[src/rtl/mkd_pkg.sv]
// Shared types, constants and code tables for the Morse key decoder.
`default_nettype none

package mkd_pkg;

  localparam int DEF_MAX_SYMBOLS = 8;
  localparam int DEF_COUNT_WIDTH = 16;

  localparam int DOT_W      = 12;
  localparam int KIND_W     = 3;
  localparam int LETTER_W   = 6;
  localparam int SCOUNT_W   = 4;
  localparam int CFG_IDX_W  = 1;
  localparam int CHAR_COUNT = 36;

  localparam logic [DOT_W-1:0] DOT_RESET       = 12'd200;
  localparam logic [DOT_W-1:0] MIN_PRESS_RESET = 12'd30;

  localparam logic [CFG_IDX_W-1:0] CFG_INITIAL_DOT = 1'b0;
  localparam logic [CFG_IDX_W-1:0] CFG_MIN_PRESS   = 1'b1;

  typedef enum logic [KIND_W-1:0] {
    EV_DOT     = 3'd0,
    EV_DASH    = 3'd1,
    EV_LETTER  = 3'd2,
    EV_UNKNOWN = 3'd3,
    EV_SPACE   = 3'd4
  } ev_kind_t;

  typedef struct packed {
    logic                hit;
    logic [LETTER_W-1:0] index;
  } mkd_match_t;

  // Symbol count of each character, A to Z then 0 to 9.
  localparam logic [2:0] CODE_LEN [CHAR_COUNT] = '{
    3'd2, 3'd4, 3'd4, 3'd3, 3'd1, 3'd4, 3'd3, 3'd4, 3'd2, 3'd4, 3'd3, 3'd4, 3'd2,
    3'd2, 3'd3, 3'd4, 3'd4, 3'd3, 3'd3, 3'd1, 3'd3, 3'd4, 3'd3, 3'd4, 3'd4, 3'd4,
    3'd5, 3'd5, 3'd5, 3'd5, 3'd5, 3'd5, 3'd5, 3'd5, 3'd5, 3'd5
  };

  // Bit i is symbol i of the character, a one being a dash.
  localparam logic [4:0] CODE_BITS [CHAR_COUNT] = '{
    5'h02, 5'h01, 5'h05, 5'h01, 5'h00, 5'h04, 5'h03, 5'h00, 5'h00, 5'h0E, 5'h05,
    5'h02, 5'h03, 5'h01, 5'h07, 5'h06, 5'h0B, 5'h02, 5'h00, 5'h01, 5'h04, 5'h08,
    5'h06, 5'h09, 5'h0D, 5'h03, 5'h1F, 5'h1E, 5'h1C, 5'h18, 5'h10, 5'h00, 5'h01,
    5'h03, 5'h07, 5'h0F
  };

endpackage

`default_nettype wire

[src/rtl/mkd_letter_match.sv]
// Matches the buffered symbols of one letter against the character table.
`default_nettype none

module mkd_letter_match
  import mkd_pkg::*;
#(
  parameter int MAX_SYMBOLS = DEF_MAX_SYMBOLS
) (
  input  wire logic [MAX_SYMBOLS-1:0] pattern,
  input  wire logic [SCOUNT_W-1:0]    symbol_count,
  input  wire logic                   overflowed,
  output mkd_match_t                  result
);

  always_comb begin
    result = '0;
    // Codes are unique, so at most one entry can hit.
    for (int i = CHAR_COUNT - 1; i >= 0; i--) begin
      if (!overflowed
          && symbol_count == SCOUNT_W'(CODE_LEN[i])
          && pattern == MAX_SYMBOLS'(CODE_BITS[i])) begin
        result.hit   = 1'b1;
        result.index = LETTER_W'(i);
      end
    end
  end

endmodule

`default_nettype wire

[src/rtl/morse_key_decoder_core.sv]
// Morse key decoder: times button presses and gaps and emits symbols and letters.
//
// The input channel takes one button level word per timebase tick
// (in_valid/in_ready, in_button_down). The result channel gives at most one
// word per tick: a dot, a dash, a decoded letter, an unknown code or a word
// space, each with the dot estimate in force after that tick.
// A word accepted at a clock edge is held in an input register, processed
// once the output register can advance, and its result, if any, is shown on
// out_* from then on. One word is accepted in every cycle while the receiver
// does not stall; the counters, dot multiples and the table match are all
// updated together, which sets that rate.
// While the receiver stalls, the result stays in the output register and the
// input register still takes one more word; in_ready then falls until the
// result is taken.
// Synchronous reset empties both registers, returns to idle with an empty
// symbol buffer and loads the reset dot length and debounce minimum.
// Configuration writes (cfg_we, cfg_index, cfg_wdata) take effect at once and
// are meant for idle periods; writing the dot length reloads the estimate.
`default_nettype none

module morse_key_decoder_core
  import mkd_pkg::*;
#(
  parameter int MAX_SYMBOLS = DEF_MAX_SYMBOLS,
  parameter int COUNT_WIDTH = DEF_COUNT_WIDTH
) (
  input  wire logic                 clk,
  input  wire logic                 rst_n,
  input  wire logic                 in_valid,
  output      logic                 in_ready,
  input  wire logic                 in_button_down,
  output      logic                 out_valid,
  input  wire logic                 out_ready,
  output      logic [KIND_W-1:0]    out_event_kind,
  output      logic [LETTER_W-1:0]  out_letter_index,
  output      logic [DOT_W-1:0]     out_dot_estimate_now,
  input  wire logic                 cfg_we,
  input  wire logic [CFG_IDX_W-1:0] cfg_index,
  input  wire logic [DOT_W-1:0]     cfg_wdata
);

  localparam int CMP_W = (COUNT_WIDTH > 16) ? COUNT_WIDTH : 16;
  localparam int ADP_W = ((COUNT_WIDTH > 15) ? COUNT_WIDTH : 15) + 1;

  typedef enum logic [1:0] {
    PH_IDLE,
    PH_PRESSED,
    PH_GAP
  } phase_t;

  phase_t                  phase_r, phase_nxt;
  logic [COUNT_WIDTH-1:0]  press_r, press_nxt;
  logic [COUNT_WIDTH-1:0]  gap_r, gap_nxt;
  logic [COUNT_WIDTH-1:0]  last_press_r, last_press_nxt;
  logic [DOT_W-1:0]        dot_r, dot_nxt;
  logic [DOT_W-1:0]        min_press_r, min_press_nxt;
  logic [MAX_SYMBOLS-1:0]  pattern_r, pattern_nxt;
  logic [SCOUNT_W-1:0]     count_r, count_nxt;
  logic                    overflow_r, overflow_nxt;
  logic                    pending_r, pending_nxt;

  logic                    s1_valid_r;
  logic                    s1_down_r;
  logic                    out_valid_r;
  logic [KIND_W-1:0]       out_kind_r;
  logic [LETTER_W-1:0]     out_letter_r;
  logic [DOT_W-1:0]        out_dot_r;

  logic                    advance;
  logic                    proc;
  logic                    emit;
  ev_kind_t                emit_kind;
  logic [LETTER_W-1:0]     emit_letter;

  logic [COUNT_WIDTH-1:0]  press_inc;
  logic [COUNT_WIDTH-1:0]  gap_inc;
  logic [DOT_W:0]          dot2;
  logic [14:0]             dot5;
  logic [14:0]             dot7;
  logic [15:0]             dot12;
  logic [ADP_W-1:0]        adapt_sum;
  logic [ADP_W-1:0]        adapt_avg;
  logic [DOT_W-1:0]        adapt_dot;
  logic                    is_dash;
  mkd_match_t              match;

  assign advance  = !out_valid_r || out_ready;
  assign proc     = s1_valid_r && advance;
  assign in_ready = !s1_valid_r || advance;

  assign press_inc = (&press_r) ? press_r : press_r + 1'b1;
  assign gap_inc   = (&gap_r) ? gap_r : gap_r + 1'b1;

  assign dot2  = {dot_r, 1'b0};
  assign dot5  = 15'({dot_r, 2'b00}) + 15'(dot_r);
  assign dot7  = 15'({dot_r, 3'b000}) - 15'(dot_r);
  assign dot12 = 16'({dot_r, 3'b000}) + 16'({dot_r, 2'b00});

  assign adapt_sum = ADP_W'(dot7) + ADP_W'(last_press_r);
  assign adapt_avg = adapt_sum >> 3;

  always_comb begin
    if (|adapt_avg[ADP_W-1:DOT_W]) begin
      adapt_dot = '1;
    end else if (adapt_avg[DOT_W-1:0] == '0) begin
      adapt_dot = DOT_W'(1);
    end else begin
      adapt_dot = adapt_avg[DOT_W-1:0];
    end
  end

  assign is_dash = CMP_W'(press_r) >= CMP_W'(dot2);

  mkd_letter_match #(
    .MAX_SYMBOLS (MAX_SYMBOLS)
  ) u_match (
    .pattern      (pattern_r),
    .symbol_count (count_r),
    .overflowed   (overflow_r),
    .result       (match)
  );

  always_comb begin
    phase_nxt      = phase_r;
    press_nxt      = press_r;
    gap_nxt        = gap_r;
    last_press_nxt = last_press_r;
    dot_nxt        = dot_r;
    min_press_nxt  = min_press_r;
    pattern_nxt    = pattern_r;
    count_nxt      = count_r;
    overflow_nxt   = overflow_r;
    pending_nxt    = pending_r;
    emit           = 1'b0;
    emit_kind      = EV_DOT;
    emit_letter    = '0;

    if (proc) begin
      if (phase_r == PH_PRESSED) begin
        if (s1_down_r) begin
          press_nxt = press_inc;
        end else if (CMP_W'(press_r) < CMP_W'(min_press_r)) begin
          // Bounce: drop the press and leave the unfinished letter waiting.
          phase_nxt = PH_IDLE;
        end else begin
          last_press_nxt = press_r;
          if (32'(count_r) < 32'(MAX_SYMBOLS)) begin
            for (int i = 0; i < MAX_SYMBOLS; i++) begin
              if (32'(count_r) == i) begin
                pattern_nxt[i] = pattern_r[i] | is_dash;
              end
            end
          end else begin
            overflow_nxt = 1'b1;
          end
          if (!(&count_r)) begin
            count_nxt = count_r + 1'b1;
          end
          phase_nxt   = PH_GAP;
          gap_nxt     = '0;
          pending_nxt = 1'b0;
          emit        = 1'b1;
          emit_kind   = is_dash ? EV_DASH : EV_DOT;
        end
      end else if (s1_down_r) begin
        // The first press of a letter tunes the dot estimate once the second starts.
        if (phase_r == PH_GAP && !pending_r && count_r == SCOUNT_W'(1)) begin
          dot_nxt = adapt_dot;
        end
        pending_nxt = 1'b0;
        phase_nxt   = PH_PRESSED;
        press_nxt   = COUNT_WIDTH'(1);
      end else if (phase_r == PH_GAP) begin
        gap_nxt = gap_inc;
        if (!pending_r) begin
          if (CMP_W'(gap_inc) > CMP_W'(dot5)) begin
            emit         = 1'b1;
            emit_kind    = match.hit ? EV_LETTER : EV_UNKNOWN;
            emit_letter  = match.hit ? match.index : '0;
            pattern_nxt  = '0;
            count_nxt    = '0;
            overflow_nxt = 1'b0;
            pending_nxt  = 1'b1;
          end
        end else if (CMP_W'(gap_inc) > CMP_W'(dot12)) begin
          emit        = 1'b1;
          emit_kind   = EV_SPACE;
          pending_nxt = 1'b0;
          phase_nxt   = PH_IDLE;
        end
      end
    end

    if (cfg_we) begin
      case (cfg_index)
        CFG_INITIAL_DOT: dot_nxt = (cfg_wdata == '0) ? DOT_W'(1) : cfg_wdata;
        CFG_MIN_PRESS:   min_press_nxt = cfg_wdata;
        default: ;
      endcase
    end
  end

  always_ff @(posedge clk) begin
    if (!rst_n) begin
      phase_r      <= PH_IDLE;
      press_r      <= '0;
      gap_r        <= '0;
      last_press_r <= '0;
      dot_r        <= DOT_RESET;
      min_press_r  <= MIN_PRESS_RESET;
      pattern_r    <= '0;
      count_r      <= '0;
      overflow_r   <= 1'b0;
      pending_r    <= 1'b0;
      s1_valid_r   <= 1'b0;
      out_valid_r  <= 1'b0;
    end else begin
      phase_r      <= phase_nxt;
      press_r      <= press_nxt;
      gap_r        <= gap_nxt;
      last_press_r <= last_press_nxt;
      dot_r        <= dot_nxt;
      min_press_r  <= min_press_nxt;
      pattern_r    <= pattern_nxt;
      count_r      <= count_nxt;
      overflow_r   <= overflow_nxt;
      pending_r    <= pending_nxt;
      if (in_ready) begin
        s1_valid_r <= in_valid;
      end
      if (advance) begin
        out_valid_r <= proc && emit;
      end
    end
  end

  always_ff @(posedge clk) begin
    if (in_ready && in_valid) begin
      s1_down_r <= in_button_down;
    end
    if (proc && emit) begin
      out_kind_r   <= emit_kind;
      out_letter_r <= emit_letter;
      out_dot_r    <= dot_nxt;
    end
  end

  assign out_valid            = out_valid_r;
  assign out_event_kind       = out_kind_r;
  assign out_letter_index     = out_letter_r;
  assign out_dot_estimate_now = out_dot_r;

  a_dot_nonzero : assert property (@(posedge clk) disable iff (!rst_n)
    dot_r != '0)
    else $error("dot estimate reached zero");

  a_letter_only : assert property (@(posedge clk) disable iff (!rst_n)
    out_valid_r && out_kind_r != EV_LETTER |-> out_letter_r == '0)
    else $error("letter index set on a word that is not a letter");

  a_pending_empty : assert property (@(posedge clk) disable iff (!rst_n)
    pending_r |-> count_r == '0 && pattern_r == '0 && !overflow_r)
    else $error("symbol buffer not empty after a letter was decoded");

  a_press_counted : assert property (@(posedge clk) disable iff (!rst_n)
    phase_r == PH_PRESSED |-> press_r != '0)
    else $error("press counter empty during a press");

  a_overflow_count : assert property (@(posedge clk) disable iff (!rst_n)
    overflow_r |-> 32'(count_r) >= 32'(MAX_SYMBOLS))
    else $error("overflow flag set with room left in the buffer");

endmodule

`default_nettype wire
[config.mk]
export PLATFORM = sky130hd
export DESIGN_NAME = morse_key_decoder_core
export DESIGN_NICKNAME = d
export VERILOG_FILES = /design/src/rtl/mkd_pkg.sv /design/src/rtl/mkd_letter_match.sv /design/src/rtl/morse_key_decoder_core.sv
export SDC_FILE = /design/constraint.sdc
export NUM_CORES = 1
export LEC_CHECK = 0
export ABC_AREA = 1
export BUFFER_PORTS_ARGS = -buffer_cell sky130_fd_sc_hd__buf_4
export CAP_MARGIN = 5
export CORE_MARGIN = 4
export CORE_UTILIZATION = 60
export DETAILED_ROUTE_END_ITERATION = 10
export PLACE_DENSITY = 0.8
export RECOVER_POWER = 25
export SYNTH_ARGS = -nofsm -noshare
export SYNTH_HDL_FRONTEND = slang
export SYNTH_SLANG_ARGS = --single-unit
[constraint.sdc]
create_clock -name clk -period 5.8 [get_ports clk]
set_input_delay 0.58 -clock clk [delete_from_list [all_inputs] [get_ports clk]]
set_output_delay 0.58 -clock clk [all_outputs]
set_load 0.05 [all_outputs]
==> results.md <==
* Setup Buffers After CTS at 0
* Peak VDD IR at 0.165 mV
* Hold Crit Depth at 1
* Reg2reg end: out_letter_index[3]
* Area of the multi-input gates at 0.00580 sq mm
* Placed cell area at 0.00949 sq mm
* Max-slew violations at 53
* Num CTS Buffers at 9
* Yosys reg bits at 112
* Crit Path Category: reg -> reg
* Status: finished with violations
* Fin. Hold Viols at 0
* Final Util at 66.3%
* Setup crit start: dot_r[2]
* Fin crit period at 4730 ps
* Worst r2r path cells at 23
* Clk_skew at 13.4 ps
* First-pass GRT wire length at 39,400 um
* Slew Limit Headroom at -60.3%
* Period Utilization, post-route at 81.6%
* Async S/R FF share, synth at 0%
* Clock Path Buffers at 2
* Nets@finish at 1,432
* DRT Pass-1 Iters at 6
* First-iteration detailed-routing DRC count at 845
* Data required, critical path at 5780 ps
* Fillers at 1,339
* Die Area at 0.0171 sq mm
* CTS clk-pin slew, worst paths at 80 ps
* Post-DP HPWL at 19,200 um
* Antenna diode count at 0
* Leak pwr at 4.47 nW
* Crit path DAT at 4720 ps
* PnR Total Power at 1.93 mW
* # hold bufs at CTS at 0
* Worst Path Max Fanout at 21
* Failing checks: capacitance limit, slew limit
* Pin count of the biggest net entering global routing at 53
* IO Pins at 42
* Ys flop type: dfxtp_1
* Measured slew at the worst slew-check pin at 2400 ps
* Pre-CTS WS at 1110 ps
* Proportion of layout cells with a drive suffix above 1 at 7.57%
* Worst Setup End Kind: flop
* Antenna violations before repair at 0
* Post-cts sizing count at 0
* GRT Overall Usage at 28.9%
* RD Place Congestion at 0.998
* Commonest non-fill, non-tap cells in the layout: nand2_1 (239), inv_1 (164), a21oi_1 (137)
* HP Class: in -> reg
* Total gr overflow at 0
* Setup WS post-layout at 1070 ps
* Mapped Cells at 1,269
* Final setup viols at 0
* Setup TNS at 0 ps
* Worst Hold Endpoint: s1_down_r
* Syn Nets at 1,399
* Die span in y at 131 um
* R2R Setup Slk at 1070 ps
* Clk_lat worst skew at 370 ps
* Via density at 5.80
* Synthesis Warnings at 0
* Via count at 8,650
* Initial core utilization at 61.7%
* Highest Clock Rate at 211 MHz
* Number of synthesized flops with an enable pin at 22
* Number of global-route vias before repair at 8,029
* Distinct cells, synth at 57
* Layout area overhead at 7.42%
* # DRC at 0
* Post-synthesis sequential area ratio at 27.2%
* Commonest non-fill, non-tap cell in the layout: nand2_1
* Final instance area at 0.00971 sq mm
* Wirelength per Cell at 16.4 um
* Core area at 0.0146 sq mm
* Worst setup SP type: flop
* H-tree Lvls at 3
* Pwr Density at 199 mW/mm^2
* Buffers on Ports at 41
* Min-delay src: in_button_down
* CTS tree: done
* Max-Cap Viols at 1
* Detail Route Antenna Nets at 0
* Clock sinks at 112
* RR Startpoint: dot_r[2]
* Std cell rows at 44
* Syn Area/Cell at 7.12 sq um
* RSZ-0062 raised after global routing: false
* Root buf cell: clkbuf_16
* Mapped Area at 0.00904 sq mm
* Register area at 0.00246 sq mm
* Die X at 131 um
* DRT Wirelength at 24,500 um
metal layers:
| layer | vias to the layer above | wire length (um) | track usage, % |
|---|---|---|---|
| li1 | 4335 | - | - |
| met1 | 3944 | 10600 | 37.2 |
| met2 | 308 | 11500 | 48.8 |
| met3 | 63 | 1510 | 4.35 |
| met4 | 0 | 881 | 11.4 |
| met5 | - | 0 | 0 |
cell usage after synthesis, drive strengths merged, types with 2 or more instances:
cell	n	area, sq um
o221ai	2	17.5
nor3	29	165
a31oi	4	25.0
nand4	26	199
nor4	11	96.3
clkinv	3	11.3
o31ai	3	22.5
a21o	3	22.5
o21bai	3	22.5
xnor2	16	140
o21a	7	52.6
o21ai	84	432
nand2	250	966
dfxtp	90	1800
nor2	125	536
xor2	34	298
clkbuf	12	45.0
and2	5	31.3
fa	2	40.0
edfxtp	22	661
a211oi	7	52.6
ha	109	1360
or2	4	25.0
o211ai	14	110
buf	7	40.0
nand3	61	345
inv	181	679
nor3b	3	22.5
o22ai	2	12.5
a21oi	138	694
nand3b	3	22.5
layout make-up:
type	count	area share, %
clock inverters	5	0.554
repair buffers	41	2.24
multi-input cells	954	59.7
well taps	184	2.37
inverters	184	7.11
clock buffers	11	2.62
flip-flops and latches	112	25.4
sequential cells by signal (all words and copies together), names as in the netlist:
signal,flops
gap_r,16
min_press_r,12
count_r,4
pending_r,1
last_press_r,16
phase_r,2
out_event_kind,3
out_valid,1
out_dot_estimate_now,12
pattern_r,8
s1_down_r,1
s1_valid_r,1
overflow_r,1
dot_r,12
out_letter_index,6
press_r,16
cells by family (layout without fill, tap and decap cells):
logic type	after synthesis	in the layout	share of synthesized area, %
and+or+nand+nor	517	517	26.7
AOI/OAI and AO/OA	276	276	17.1
adders and majority gates	111	111	15.5
buffers and inverters	203	241	8.58
xor gates and xnor gates	50	50	4.85
DFF	112	112	27.2
stage by stage:
step           hold slack, ps  instances
3_5_place_dp              457       1475
3_3_place_gp              452       1475
5_1_grt                   395       1491
6_report                  407       1491
2_1_floorplan             430       1269
4_1_cts                   379       1491
power by group:
part | switching (mW) | internal [mW]
Sequential | 0.0202 | 0.806
Clock | 0.328 | 0.333
Combinational | 0.282 | 0.161
worst max path at each step:
| stage | end | slack [ps] | cells past startpoint |
|---|---|---|---|
| final | out_letter_index[3] | 1070 | 23 |
| after floorplan | out_dot_estimate_now[0] | 1770 | 21 |
| after CTS | out_dot_estimate_now[9] | 1080 | 21 |
| after detailed placement | out_dot_estimate_now[4] | 1110 | 21 |
| after global placement | out_dot_estimate_now[1] | 1300 | 21 |
| after global routing | out_dot_estimate_now[9] | 530 | 23 |
critical path, stage by stage, from the launching register on:
cell      delay, ps
dfxtp_1         470
ha_1            310
fa_1            410
nand3_1          80
and2_1          160
nor2_1           50
o21ai_0         210
nand2_1         130
a21oi_1         130
o21ai_0         130
xnor2_1         160
ha_1            310
nand4_1         110
nor3_1          220
nand2_1         100
o211ai_1         90
nand2_1          70
nand2_1          60
nand2_1          50
nand2_1          50
nand2_1          70
nand2_2         140
nand3_2         110
nand2_1         730
Note: power is estimated with default switching activity, not from simulation.
